===== config.mk =====
export PLATFORM = sky130hd
export DESIGN_NAME = decimal_string_to_int64_unit
export DESIGN_NICKNAME = d
export VERILOG_FILES = /design/src/rtl/core/ds2i64_pkg.sv /design/src/rtl/core/decimal_string_to_int64_unit.sv
export SDC_FILE = /design/constraint.sdc
export NUM_CORES = 1
export LEC_CHECK = 0
export ABC_AREA = 0
export BUFFER_PORTS_ARGS = -buffer_cell sky130_fd_sc_hd__buf_2
export CORE_MARGIN = 8
export CORE_UTILIZATION = 50
export CTS_BUF_LIST = sky130_fd_sc_hd__clkbuf_4 sky130_fd_sc_hd__clkbuf_8 sky130_fd_sc_hd__clkbuf_16
export DETAILED_ROUTE_END_ITERATION = 16
export GPL_TIMING_DRIVEN = 0
export MAX_ROUTING_LAYER = met4
export PLACE_DENSITY = 0.76
export SYNTH_ARGS = -nofsm -noshare
export SYNTH_HDL_FRONTEND = slang
export SYNTH_SLANG_ARGS = --single-unit

===== constraint.sdc =====
create_clock -name clk -period 9.5 [get_ports clk]
set_clock_uncertainty 0.2 [all_clocks]
set_input_delay 1.425 -clock clk [delete_from_list [all_inputs] [get_ports clk]]
set_output_delay 1.425 -clock clk [all_outputs]
set_load 0.01 [all_outputs]

===== src/rtl/core/ds2i64_pkg.sv =====
`timescale 1ns / 1ps
// ----------------------------------------------------------------------------
// ds2i64_pkg - shared definitions for the decimal string to int64 unit
// Character codes, limits, widths and result status codes.
// ----------------------------------------------------------------------------
package ds2i64_pkg;

	// Default string length limit; characters at or beyond it are ignored
	localparam int MAX_LEN_DEF = 65535;

	// Field widths
	localparam int CHAR_W  = 8;
	localparam int VALUE_W = 64;
	localparam int STAT_W  = 2;
	localparam int OFFS_W  = 16;
	localparam int SIG_W   = 5;

	// Character codes
	localparam logic [CHAR_W-1:0] CH_TAB   = 8'h09;
	localparam logic [CHAR_W-1:0] CH_SPACE = 8'h20;
	localparam logic [CHAR_W-1:0] CH_PLUS  = 8'h2b;
	localparam logic [CHAR_W-1:0] CH_MINUS = 8'h2d;
	localparam logic [CHAR_W-1:0] CH_ZERO  = 8'h30;
	localparam logic [CHAR_W-1:0] CH_NINE  = 8'h39;

	// Limits
	localparam logic [SIG_W-1:0]   SIG_MAX   = 5'd20;
	localparam logic [VALUE_W-1:0] MUL_LIMIT = 64'd1844674407370955161;
	localparam logic [VALUE_W-1:0] NEG_LIMIT = 64'h8000_0000_0000_0000;
	localparam logic [VALUE_W-1:0] POS_SAT   = 64'hffff_ffff_ffff_ffff;

	// Result status; ST_OK_POS also marks "nothing special yet" in the outcome register
	typedef enum logic [STAT_W-1:0] {
		ST_OK_POS = 2'd0,
		ST_OK_NEG = 2'd1,
		ST_RANGE  = 2'd2,
		ST_NODIG  = 2'd3
	} status_t;

endpackage


===== src/rtl/core/decimal_string_to_int64_unit.sv =====
`timescale 1ns / 1ps
// ----------------------------------------------------------------------------
// decimal_string_to_int64_unit - streaming decimal string to int64 converter
// Parses one character per transaction: blanks, optional sign, leading zeros,
// up to 20 significant digits. The final character of a string yields value,
// status and stop offset.
// ----------------------------------------------------------------------------
//
//  channel | handshake          | payload
//  --------+--------------------+---------------------------------------
//  input   | in_valid, in_stall | char_code, frame_last, empty_frame
//  output  | out_valid,out_stall| value, status, stop_offset
//
//  One character per cycle while in_stall is low; the parse state advances
//  in the cycle it is taken. A result passes through the finish register,
//  then the output register with the negate and range check.
//  in_stall rises only when both the finish and output registers hold
//  results and the output side stalls.
//  arst_n clears the parse state and both valid flags.
//
module decimal_string_to_int64_unit #(
	parameter int MAX_LEN = ds2i64_pkg::MAX_LEN_DEF
) (
	input  logic                                 clk,
	input  logic                                 arst_n,
	input  logic                                 in_valid,
	output logic                                 in_stall,
	input  logic [ds2i64_pkg::CHAR_W-1:0]        char_code,
	input  logic                                 frame_last,
	input  logic                                 empty_frame,
	output logic                                 out_valid,
	input  logic                                 out_stall,
	output logic signed [ds2i64_pkg::VALUE_W-1:0] value,
	output logic [ds2i64_pkg::STAT_W-1:0]        status,
	output logic [ds2i64_pkg::OFFS_W-1:0]        stop_offset
);

	localparam int POS_W = $clog2(MAX_LEN + 1);
	localparam logic [POS_W-1:0] POS_LIMIT = POS_W'(MAX_LEN);

	typedef enum logic [2:0] {
		PH_BLANK,
		PH_SIGNED,
		PH_ZEROS,
		PH_DIGITS,
		PH_STOPPED
	} phase_t;

	// Parse state
	phase_t                          phase_q;
	logic                            neg_q;
	logic [ds2i64_pkg::VALUE_W-1:0]  acc_q;
	logic [ds2i64_pkg::SIG_W-1:0]    sig_q;
	logic [POS_W-1:0]                pos_q;
	logic [POS_W-1:0]                stop_q;
	ds2i64_pkg::status_t             outc_q;

	phase_t                          phase_n;
	logic                            neg_n;
	logic [ds2i64_pkg::VALUE_W-1:0]  acc_n;
	logic [ds2i64_pkg::SIG_W-1:0]    sig_n;
	logic [POS_W-1:0]                pos_n;
	logic [POS_W-1:0]                stop_n;
	ds2i64_pkg::status_t             outc_n;

	// Finish stage
	logic                            valid_s1;
	logic [ds2i64_pkg::VALUE_W-1:0]  acc_s1;
	logic                            neg_s1;
	logic                            nodig_s1;
	logic                            range_s1;
	logic [POS_W-1:0]                stop_s1;

	// Output stage
	logic                            valid_s2;
	logic [ds2i64_pkg::VALUE_W-1:0]  value_s2;
	ds2i64_pkg::status_t             status_s2;
	logic [POS_W-1:0]                stop_s2;

	logic                            in_acc;
	logic                            adv_s2;
	logic                            take;
	logic                            first;
	logic                            dig;
	logic [3:0]                      dval;
	logic [ds2i64_pkg::VALUE_W-1:0]  acc_mul;
	logic                            ovf;

	// Handshake
	assign adv_s2   = !valid_s2 || !out_stall;
	assign in_stall = valid_s1 && !adv_s2;
	assign in_acc   = in_valid && !in_stall;

	// Digit decode and multiply-accumulate
	assign dig     = char_code inside {[ds2i64_pkg::CH_ZERO:ds2i64_pkg::CH_NINE]};
	assign dval    = dig ? char_code[3:0] : 4'd0;
	assign acc_mul = (acc_q << 3) + (acc_q << 1)
		+ {{(ds2i64_pkg::VALUE_W-4){1'b0}}, dval};
	assign ovf     = (acc_q > ds2i64_pkg::MUL_LIMIT)
		|| ((acc_q == ds2i64_pkg::MUL_LIMIT) && (dval > 4'd5));
	assign take    = !empty_frame && (pos_q < POS_LIMIT);

	// Next parse state for one character
	always_comb begin
		phase_n = phase_q;
		neg_n   = neg_q;
		acc_n   = acc_q;
		sig_n   = sig_q;
		pos_n   = pos_q;
		stop_n  = stop_q;
		outc_n  = outc_q;
		first   = 1'b0;
		if (take) begin
			pos_n = pos_q + 1'b1;
			case (phase_q)
				PH_BLANK: begin
					if (char_code == ds2i64_pkg::CH_SPACE || char_code == ds2i64_pkg::CH_TAB) begin
						phase_n = PH_BLANK;
					end else if (char_code == ds2i64_pkg::CH_MINUS) begin
						neg_n   = 1'b1;
						phase_n = PH_SIGNED;
					end else if (char_code == ds2i64_pkg::CH_PLUS) begin
						phase_n = PH_SIGNED;
					end else begin
						first = 1'b1;
					end
				end
				PH_SIGNED: begin
					first = 1'b1;
				end
				PH_ZEROS: begin
					if (char_code == ds2i64_pkg::CH_ZERO) begin
						stop_n = pos_q + 1'b1;
					end else if (dig) begin
						acc_n   = {{(ds2i64_pkg::VALUE_W-4){1'b0}}, dval};
						sig_n   = ds2i64_pkg::SIG_W'(1);
						phase_n = PH_DIGITS;
						stop_n  = pos_q + 1'b1;
					end else begin
						phase_n = PH_STOPPED;
					end
				end
				PH_DIGITS: begin
					if (!dig) begin
						phase_n = PH_STOPPED;
					end else if (sig_q >= ds2i64_pkg::SIG_MAX) begin
						// 21st significant digit
						outc_n  = ds2i64_pkg::ST_RANGE;
						phase_n = PH_STOPPED;
					end else if (ovf) begin
						stop_n  = pos_q + 1'b1;
						outc_n  = ds2i64_pkg::ST_RANGE;
						phase_n = PH_STOPPED;
					end else begin
						acc_n  = acc_mul;
						sig_n  = sig_q + 1'b1;
						stop_n = pos_q + 1'b1;
					end
				end
				default: begin
					phase_n = phase_q;
				end
			endcase
			// First character after blanks and sign
			if (first) begin
				if (char_code == ds2i64_pkg::CH_ZERO) begin
					phase_n = PH_ZEROS;
					stop_n  = pos_q + 1'b1;
				end else if (dig) begin
					acc_n   = {{(ds2i64_pkg::VALUE_W-4){1'b0}}, dval};
					sig_n   = ds2i64_pkg::SIG_W'(1);
					phase_n = PH_DIGITS;
					stop_n  = pos_q + 1'b1;
				end else begin
					outc_n  = ds2i64_pkg::ST_NODIG;
					stop_n  = '0;
					phase_n = PH_STOPPED;
				end
			end
		end
	end

	// Parse state registers; cleared after the final character
	always_ff @(posedge clk or negedge arst_n) begin
		if (!arst_n) begin
			phase_q <= PH_BLANK;
			neg_q   <= 1'b0;
			acc_q   <= '0;
			sig_q   <= '0;
			pos_q   <= '0;
			stop_q  <= '0;
			outc_q  <= ds2i64_pkg::ST_OK_POS;
		end else if (in_acc) begin
			if (frame_last) begin
				phase_q <= PH_BLANK;
				neg_q   <= 1'b0;
				acc_q   <= '0;
				sig_q   <= '0;
				pos_q   <= '0;
				stop_q  <= '0;
				outc_q  <= ds2i64_pkg::ST_OK_POS;
			end else begin
				phase_q <= phase_n;
				neg_q   <= neg_n;
				acc_q   <= acc_n;
				sig_q   <= sig_n;
				pos_q   <= pos_n;
				stop_q  <= stop_n;
				outc_q  <= outc_n;
			end
		end
	end

	// Finish stage: snapshot of the final parse state
	always_ff @(posedge clk or negedge arst_n) begin
		if (!arst_n) begin
			valid_s1 <= 1'b0;
		end else if (!valid_s1 || adv_s2) begin
			valid_s1 <= in_acc && frame_last;
		end
	end

	always_ff @(posedge clk) begin
		if (in_acc && frame_last) begin
			acc_s1   <= acc_n;
			neg_s1   <= neg_n;
			nodig_s1 <= (phase_n == PH_BLANK) || (phase_n == PH_SIGNED)
				|| (outc_n == ds2i64_pkg::ST_NODIG);
			range_s1 <= (outc_n == ds2i64_pkg::ST_RANGE);
			stop_s1  <= stop_n;
		end
	end

	// Output stage: range check, saturation and negate
	always_ff @(posedge clk or negedge arst_n) begin
		if (!arst_n) begin
			valid_s2 <= 1'b0;
		end else if (adv_s2) begin
			valid_s2 <= valid_s1;
		end
	end

	always_ff @(posedge clk) begin
		if (adv_s2 && valid_s1) begin
			if (nodig_s1) begin
				status_s2 <= ds2i64_pkg::ST_NODIG;
				value_s2  <= '0;
				stop_s2   <= '0;
			end else if (range_s1 || (neg_s1 && (acc_s1 > ds2i64_pkg::NEG_LIMIT))) begin
				status_s2 <= ds2i64_pkg::ST_RANGE;
				value_s2  <= neg_s1 ? ds2i64_pkg::NEG_LIMIT : ds2i64_pkg::POS_SAT;
				stop_s2   <= stop_s1;
			end else if (neg_s1) begin
				status_s2 <= ds2i64_pkg::ST_OK_NEG;
				value_s2  <= '0 - acc_s1;
				stop_s2   <= stop_s1;
			end else begin
				status_s2 <= ds2i64_pkg::ST_OK_POS;
				value_s2  <= acc_s1;
				stop_s2   <= stop_s1;
			end
		end
	end

	assign out_valid   = valid_s2;
	assign value       = value_s2;
	assign status      = status_s2;
	assign stop_offset = ds2i64_pkg::OFFS_W'(stop_s2);

endmodule


# --- Yosys cells after proc, flatten, opt, wreduce, memory -nomap -nowiden ---
# Index checks and enable logic that the tools add are counted.
word_totals:
  ff_bits: 274
  in_bits: 14
  output_inout_bits: 84
  elab_cells: 140
classes:
  addsub: 5
  n_lt_le_gt_ge: 7
  eq_ne: 12
  muxes: 72
  reduce_logical: 26
op_table:
  columns: ["op", "n"]
  rows:
  - ["$mux W64", 12]
  - ["$mux W16", 11]
  - ["$pmux W64 S2", 1]
  - ["$add A64 B4 Y64", 1]
  - ["$add A64 B64 Y64", 1]
  - ["$eq A64 B61 Y1 const B", 1]
  - ["$gt A64 B61 Y1 const B", 1]
  - ["$gt A64 B64 Y1 const B", 1]
  - ["$sub A1 B64 Y64 const A", 1]
  - ["$mux W63", 1]
  - ["$mux W5", 10]
  - ["$mux W3", 12]
  - ["$eq A8 B6 Y1 const B", 4]
  - ["$pmux W16 S2", 1]
  - ["$mux W2", 9]
  - ["$add A16 B1 Y16 const B", 1]
  - ["$lt A16 B16 Y1 const B", 1]
  - ["$mux W1", 11]
  - ["$pmux W5 S2", 1]
  - ["$pmux W3 S3", 1]
  - ["$eq A8 B4 Y1 const B", 1]
  - ["$ge A8 B6 Y1 const B", 1]
  - ["$le A8 B6 Y1 const B", 1]
  - ["$logic_and A1 B1 Y1", 8]
  - ["other kinds (14)", 29]

# --- Depth between registers and ports, before layout ---
logic_depth:
  depth_word: 16
  depth_mapped: 19
  mapped_depth_nobuf: 18

# --- Worst setup path after synthesis ---
# Ideal clock, no wire load.
synth_timing:
  path_type: "input to register"
  startpoint: "input out_stall"
  endpoint: "register status_s2[0] (netlist: status[0]), enable pin"
  arrival_time_ns: 7.352
  required_ns: 8.652
  path_slack_ns: 1.300
  stages: 1
  n_path_buf: 0
  cell_sequence: "a21boi_0"
synth_via:
  elab_chain_len: 3
synth_rtl:
  columns: ["item", "line_no", "source"]
  rows:
  - ["start: declaration", "decimal_string_to_int64_unit.sv:32", "input logic out_stall,"]
  - ["$logic_not A1 Y1", "decimal_string_to_int64_unit.sv:90", "assign adv_s2 = !valid_s2 || !out_stall;"]
  - ["$logic_or A1 B1 Y1", "decimal_string_to_int64_unit.sv:90", null]
  - ["$logic_and A1 B1 Y1", "decimal_string_to_int64_unit.sv:244", "if (adv_s2 && valid_s1) begin"]
  - ["end signal: assignment", "decimal_string_to_int64_unit.sv:246", "status_s2 <= ds2i64_pkg::ST_NODIG;"]
  - ["end signal: assignment", "decimal_string_to_int64_unit.sv:250", "status_s2 <= ds2i64_pkg::ST_RANGE;"]
  - ["end signal: assignment", "decimal_string_to_int64_unit.sv:254", "status_s2 <= ds2i64_pkg::ST_OK_NEG;"]
  - ["end: declaration", "decimal_string_to_int64_unit.sv:77", "ds2i64_pkg::status_t status_s2;"]
# No other way between the ends.
# A chain may end at the register's enable or synchronous reset.

# --- Worst setup path in the final report ---
layout_timing:
  startpoint: "input char_code[7] (netlist bit)"
  endpoint: "register acc_s1[61] (netlist bit) (data pin)"
layout_via:
  elab_chain_len: 14
  word_cells_on_any_way: 29
  classes_between: "add/sub (1); order compare (3); eq/ne (5); mux (16); reduce/logical (4)"
layout_rtl:
  columns: ["item", "line_no", "source"]
  rows:
  - ["start: declaration", "decimal_string_to_int64_unit.sv:28", "input logic [ds2i64_pkg::CHAR_W-1:0] char_code,"]
  - ["branches (longest 12 deep; another with $add A64 B4 Y64)", null, null]
  - ["$mux W64 *", "decimal_string_to_int64_unit.sv:165", "if (first) begin"]
  - ["$mux W64 *", "decimal_string_to_int64_unit.sv:113", "if (take) begin"]
  - ["named net acc_n (one bit)", "decimal_string_to_int64_unit.sv:60", "logic [ds2i64_pkg::VALUE_W-1:0] acc_n;"]
  - ["end signal: assignment", "decimal_string_to_int64_unit.sv:225", "acc_s1 <= acc_n;"]
  - ["end: declaration", "decimal_string_to_int64_unit.sv:68", "logic [ds2i64_pkg::VALUE_W-1:0] acc_s1;"]
# Mark *: on every way through the listed nets, which the timed path passes. The select of a mux whose other input is x is not followed.

==> summary.md <==
| Metric | Value |
|---|---|
| DRT Wirelength | 55.2 mm |
| Vias per cell | 6.20 |
| Routed WL per cell | 21.1 microns |
| Hold WC Path Type | register to register |
| Netlist cell types | 82 |
| Cell Area, Synth | 18300 sq um |
| Status | finished clean |
| Die height | 207 microns |
| Met2 Wirelength | 24.2 mm |
| Syn Area/Cell | 9.17 sq um |
| Synthesized net count | 2135 |
| Post-CTS Hold Fix Bufs | 0 |
| Relative slew slack | 0.335 |
| Post-synth EDFFs | 165 |
| I/O Pins | 98 |
| CTS root buffer | clkbuf_16 |
| Core Region | 36300 sq um |
| Number of remaining DRC errors | 0 |
| Gate Count Post-Synth | 1993 |
| Die Span X | 207 microns |
| Vias in the first global route | 15400 |
| Synth Flop Type | edfxtp_1 |
| 1st-pass router iterations | 6 |
| Switching pwr | 712 uW |
| PnR worst setup slack | 2.45 ns |
| Crit path max fanout | 10 |
| Initial DRC count | 1661 |
| Setup violators final | 0 |
| Pre-CTS setup slack | 2.05 ns |
| Num rows | 70 |
| Part of the cycle the worst path needs | 0.742 |
| Final nets | 2262 |
| Initial antenna violation count | 2 |
| Final non-filler cell total | 2610 |
| Post-Route M1 WL | 24.8 mm |
| Layout cells sized above 1 | 0.0911 |
| Clk buf depth | 3 |
| Tot GR Track Use | 0.257 |
| H-tree Lvls | 1 |
| Multi-input logic area | 10000 sq um |
| Async S/R FF share, synth | 0.398 |
| Max cap viols | 0 |
| CTS Buf Count | 26 |
| Post-CTS Repair Setup Buffers | 0 |
| Sink Count | 274 |
| Layout area overhead | 11.1% |
| Worst EP required | 9.57 ns |
| DP HPWL | 43.2 mm |
| Global-route wire length before repair | 87.3 mm |
| Port-buffer cells | 95 |
| Metal3 WL | 4.49 mm |
| Post-Place Cells | 2560 |
| Kind of critical path | primary input to register |
| Max-slew violation count | 0 |
| Sw Share | 0.262 |
| Clock transition at path regs | 0.06 ns |
| Post-CTS Resized | 0 |
| Starting Density | 0.503 |
| Die Area | 42900 sq um |
| GRT overflow | 0 |
| RSZ-0062 raised after global routing | false |
| Gate power share | 0.114 |
| Register share of total power | 0.503 |
| Yosys Warn Count | 0 |
| Total number of vias | 16200 |
| Filler cells | 3188 |
| Worst-Skew Late Latency | 0.57 ns |
| Min Clock Period, post-route | 7.05 ns |
| Antenna Nets Post-Route | 0 |
| Peak supply drop | 0.125 mV |
| Clk pwr share | 0.384 |
| FF+latch area | 7680 sq um |
| Hold Vio Cnt, Final | 0 |
| CP Launch Type | primary input |
| LEAKAGE | 8.41 nW |
| Top Metal Used | met4 |
| Measured slew at the worst slew-check pin | 0.991 ns |
| TritonCTS clock tree | built |
| Largest net degree at the start of global routing | 83 |
| Int Pwr | 2.00 mW |
| Max Fclk | 0.142 GHz |
| GPL Wtd Cong | 0.984 |
| Pwr Density | 134 nW/um^2 |
| Seq/Total Area, Yosys | 0.420 |
| Seq cells post-synth | 274 |
| Critical Path Sink Type | register |
| WP data arrival | 7.12 ns |
## metrics by stage
step | util | power [mW] | setup TNS [ns] | hold WS, ns | area, sq um
after global routing | 0.559 | 2.81 | 0 | 0.333 | 20300
after floorplan | - | 1.58 | 0 | 0.243 | 18300
after CTS | 0.559 | 2.72 | 0 | 0.315 | 20300
after detailed placement | 0.535 | 1.69 | 0 | 0.294 | 19500
after global placement | 0.532 | 1.69 | -23.74 | 0.254 | 19300
final | 0.559 | 2.71 | 0 | 0.312 | 20300
## per-layer routing
metal	global-route usage	up-vias
li1	-	7643
met1	0.355	7739
met2	0.387	702
met3	0.0380	103
met4	0.0828	0
met5	-	-
## cell usage after synthesis (all sizes together) (5+ instances only)
cell      n  share of area
o211ai   13         0.0053
and3     12         0.0041
o221ai    5         0.0024
a21boi    6         0.0025
dfrtp   109           0.15
a21oi   118          0.032
o41ai    11         0.0053
nand2b   11         0.0038
a211oi   13         0.0053
a21o     42          0.017
and2     11         0.0038
edfxtp  165           0.27
o21a     12         0.0049
o21bai   11         0.0045
xnor2    45          0.022
xor2     87          0.042
or4      12         0.0053
nor3     23         0.0066
nor4     18         0.0068
o21ai   286          0.079
nor2b    29         0.0099
o31ai    30          0.012
or2      13         0.0046
nand3    41          0.011
clkbuf   96          0.020
a31oi    14         0.0048
a221oi    6         0.0029
or3      23         0.0081
a31o      7         0.0034
nor2    125          0.026
a22oi    12         0.0049
nand4    34          0.012
a22o     30          0.014
buf      14         0.0062
nand2   276          0.057
ha      127          0.087
o22ai     6         0.0021
a32oi     5         0.0024
inv      29         0.0060
## worst paths after layout
path	to	cells after the start	startpoint	slack [ns]
setup reg to reg	acc_s1[61]$_DFFE_PP_	14	acc_q[0]$_DFFE_PN0P_	3.80
setup / recovery	acc_s1[61]$_DFFE_PP_	19	char_code[7]	2.45
hold reg to reg	stop_q[8]$_DFFE_PN0P_	1	stop_q[8]$_DFFE_PN0P_	0.31
hold / removal	stop_q[8]$_DFFE_PN0P_	1	stop_q[8]$_DFFE_PN0P_	0.31
max in group asynchronous	pos_q[11]$_DFFE_PN0P_	2	arst_n	7.78
min in group asynchronous	acc_q[43]$_DFFE_PN0P_	1	arst_n	0.61
## state kept, by name, summed over array words and instances, names as in the netlist, 2 cells and up
register,flops
status,2
value,64
acc_s1,64
acc_q,64
stop_offset,16
stop_s1,16
pos_q,16
stop_q,16
sig_q,5
outc_q,2
phase_q,3
## cells in the final DEF, fill, tap and decap left out, drive strengths merged, types with 45 or more instances in the layout
cell type / Yosys / layout
xnor2: 45 / 45
buf: 14 / 113
nor2: 125 / 125
o21ai: 286 / 286
ha: 127 / 127
clkbuf: 96 / 130
a21oi: 118 / 118
dfrtp: 109 / 109
xor2: 87 / 87
nand2: 276 / 276
edfxtp: 165 / 165
## cell type report
type | count | area share
antenna | 2 | 0.000246
tap | 468 | 0.0288
inverter | 30 | 0.00567
clock inverter | 14 | 0.00585
sequential | 274 | 0.378
clock buffer | 34 | 0.0359
timing repair buffer | 99 | 0.0284
buffer | 110 | 0.0233
multi-input combinational | 1579 | 0.494
## power by group through the flow
stage	logic, mW	clock network, mW	registers [mW]
after floorplan	0.178	0	1.40
after global placement	0.291	0	1.40
after detailed placement	0.305	0	1.39
final	0.308	1.04	1.36
after CTS	0.307	1.05	1.36
after global routing	0.340	1.10	1.37
## kinds of logic (layout without fill, tap and decap cells)
| kind of cell | count (synthesis) | in the layout | share of synthesized area |
|---|---|---|---|
| other cells | 0 | 2 | 0 |
| compound gates | 665 | 665 | 0.225 |
| mux | 6 | 6 | 0.00349 |
| xor+xnor | 132 | 132 | 0.0632 |
| flops | 274 | 274 | 0.420 |
| fa+ha+maj | 128 | 128 | 0.0880 |
| simple gates | 648 | 648 | 0.168 |
| buf+inv | 140 | 287 | 0.0320 |
## worst max-delay path, stage by stage
cell,delay [ns]
buf_2,0.09
nor2_1,0.34
nand3_1,0.17
nor2b_1,0.22
clkbuf_1,0.41
nand2_1,0.12
xor2_1,0.27
inv_1,0.10
ha_1,0.33
a211oi_1,0.09
o21ai_0,0.39
nand4_1,0.28
a211oi_1,0.50
o21ai_0,0.28
o41ai_1,0.72
a31oi_1,0.33
o31ai_1,0.33
xnor2_1,0.14
o21ai_0,0.54
No activity file was read; power rests on OpenSTA's default activity.
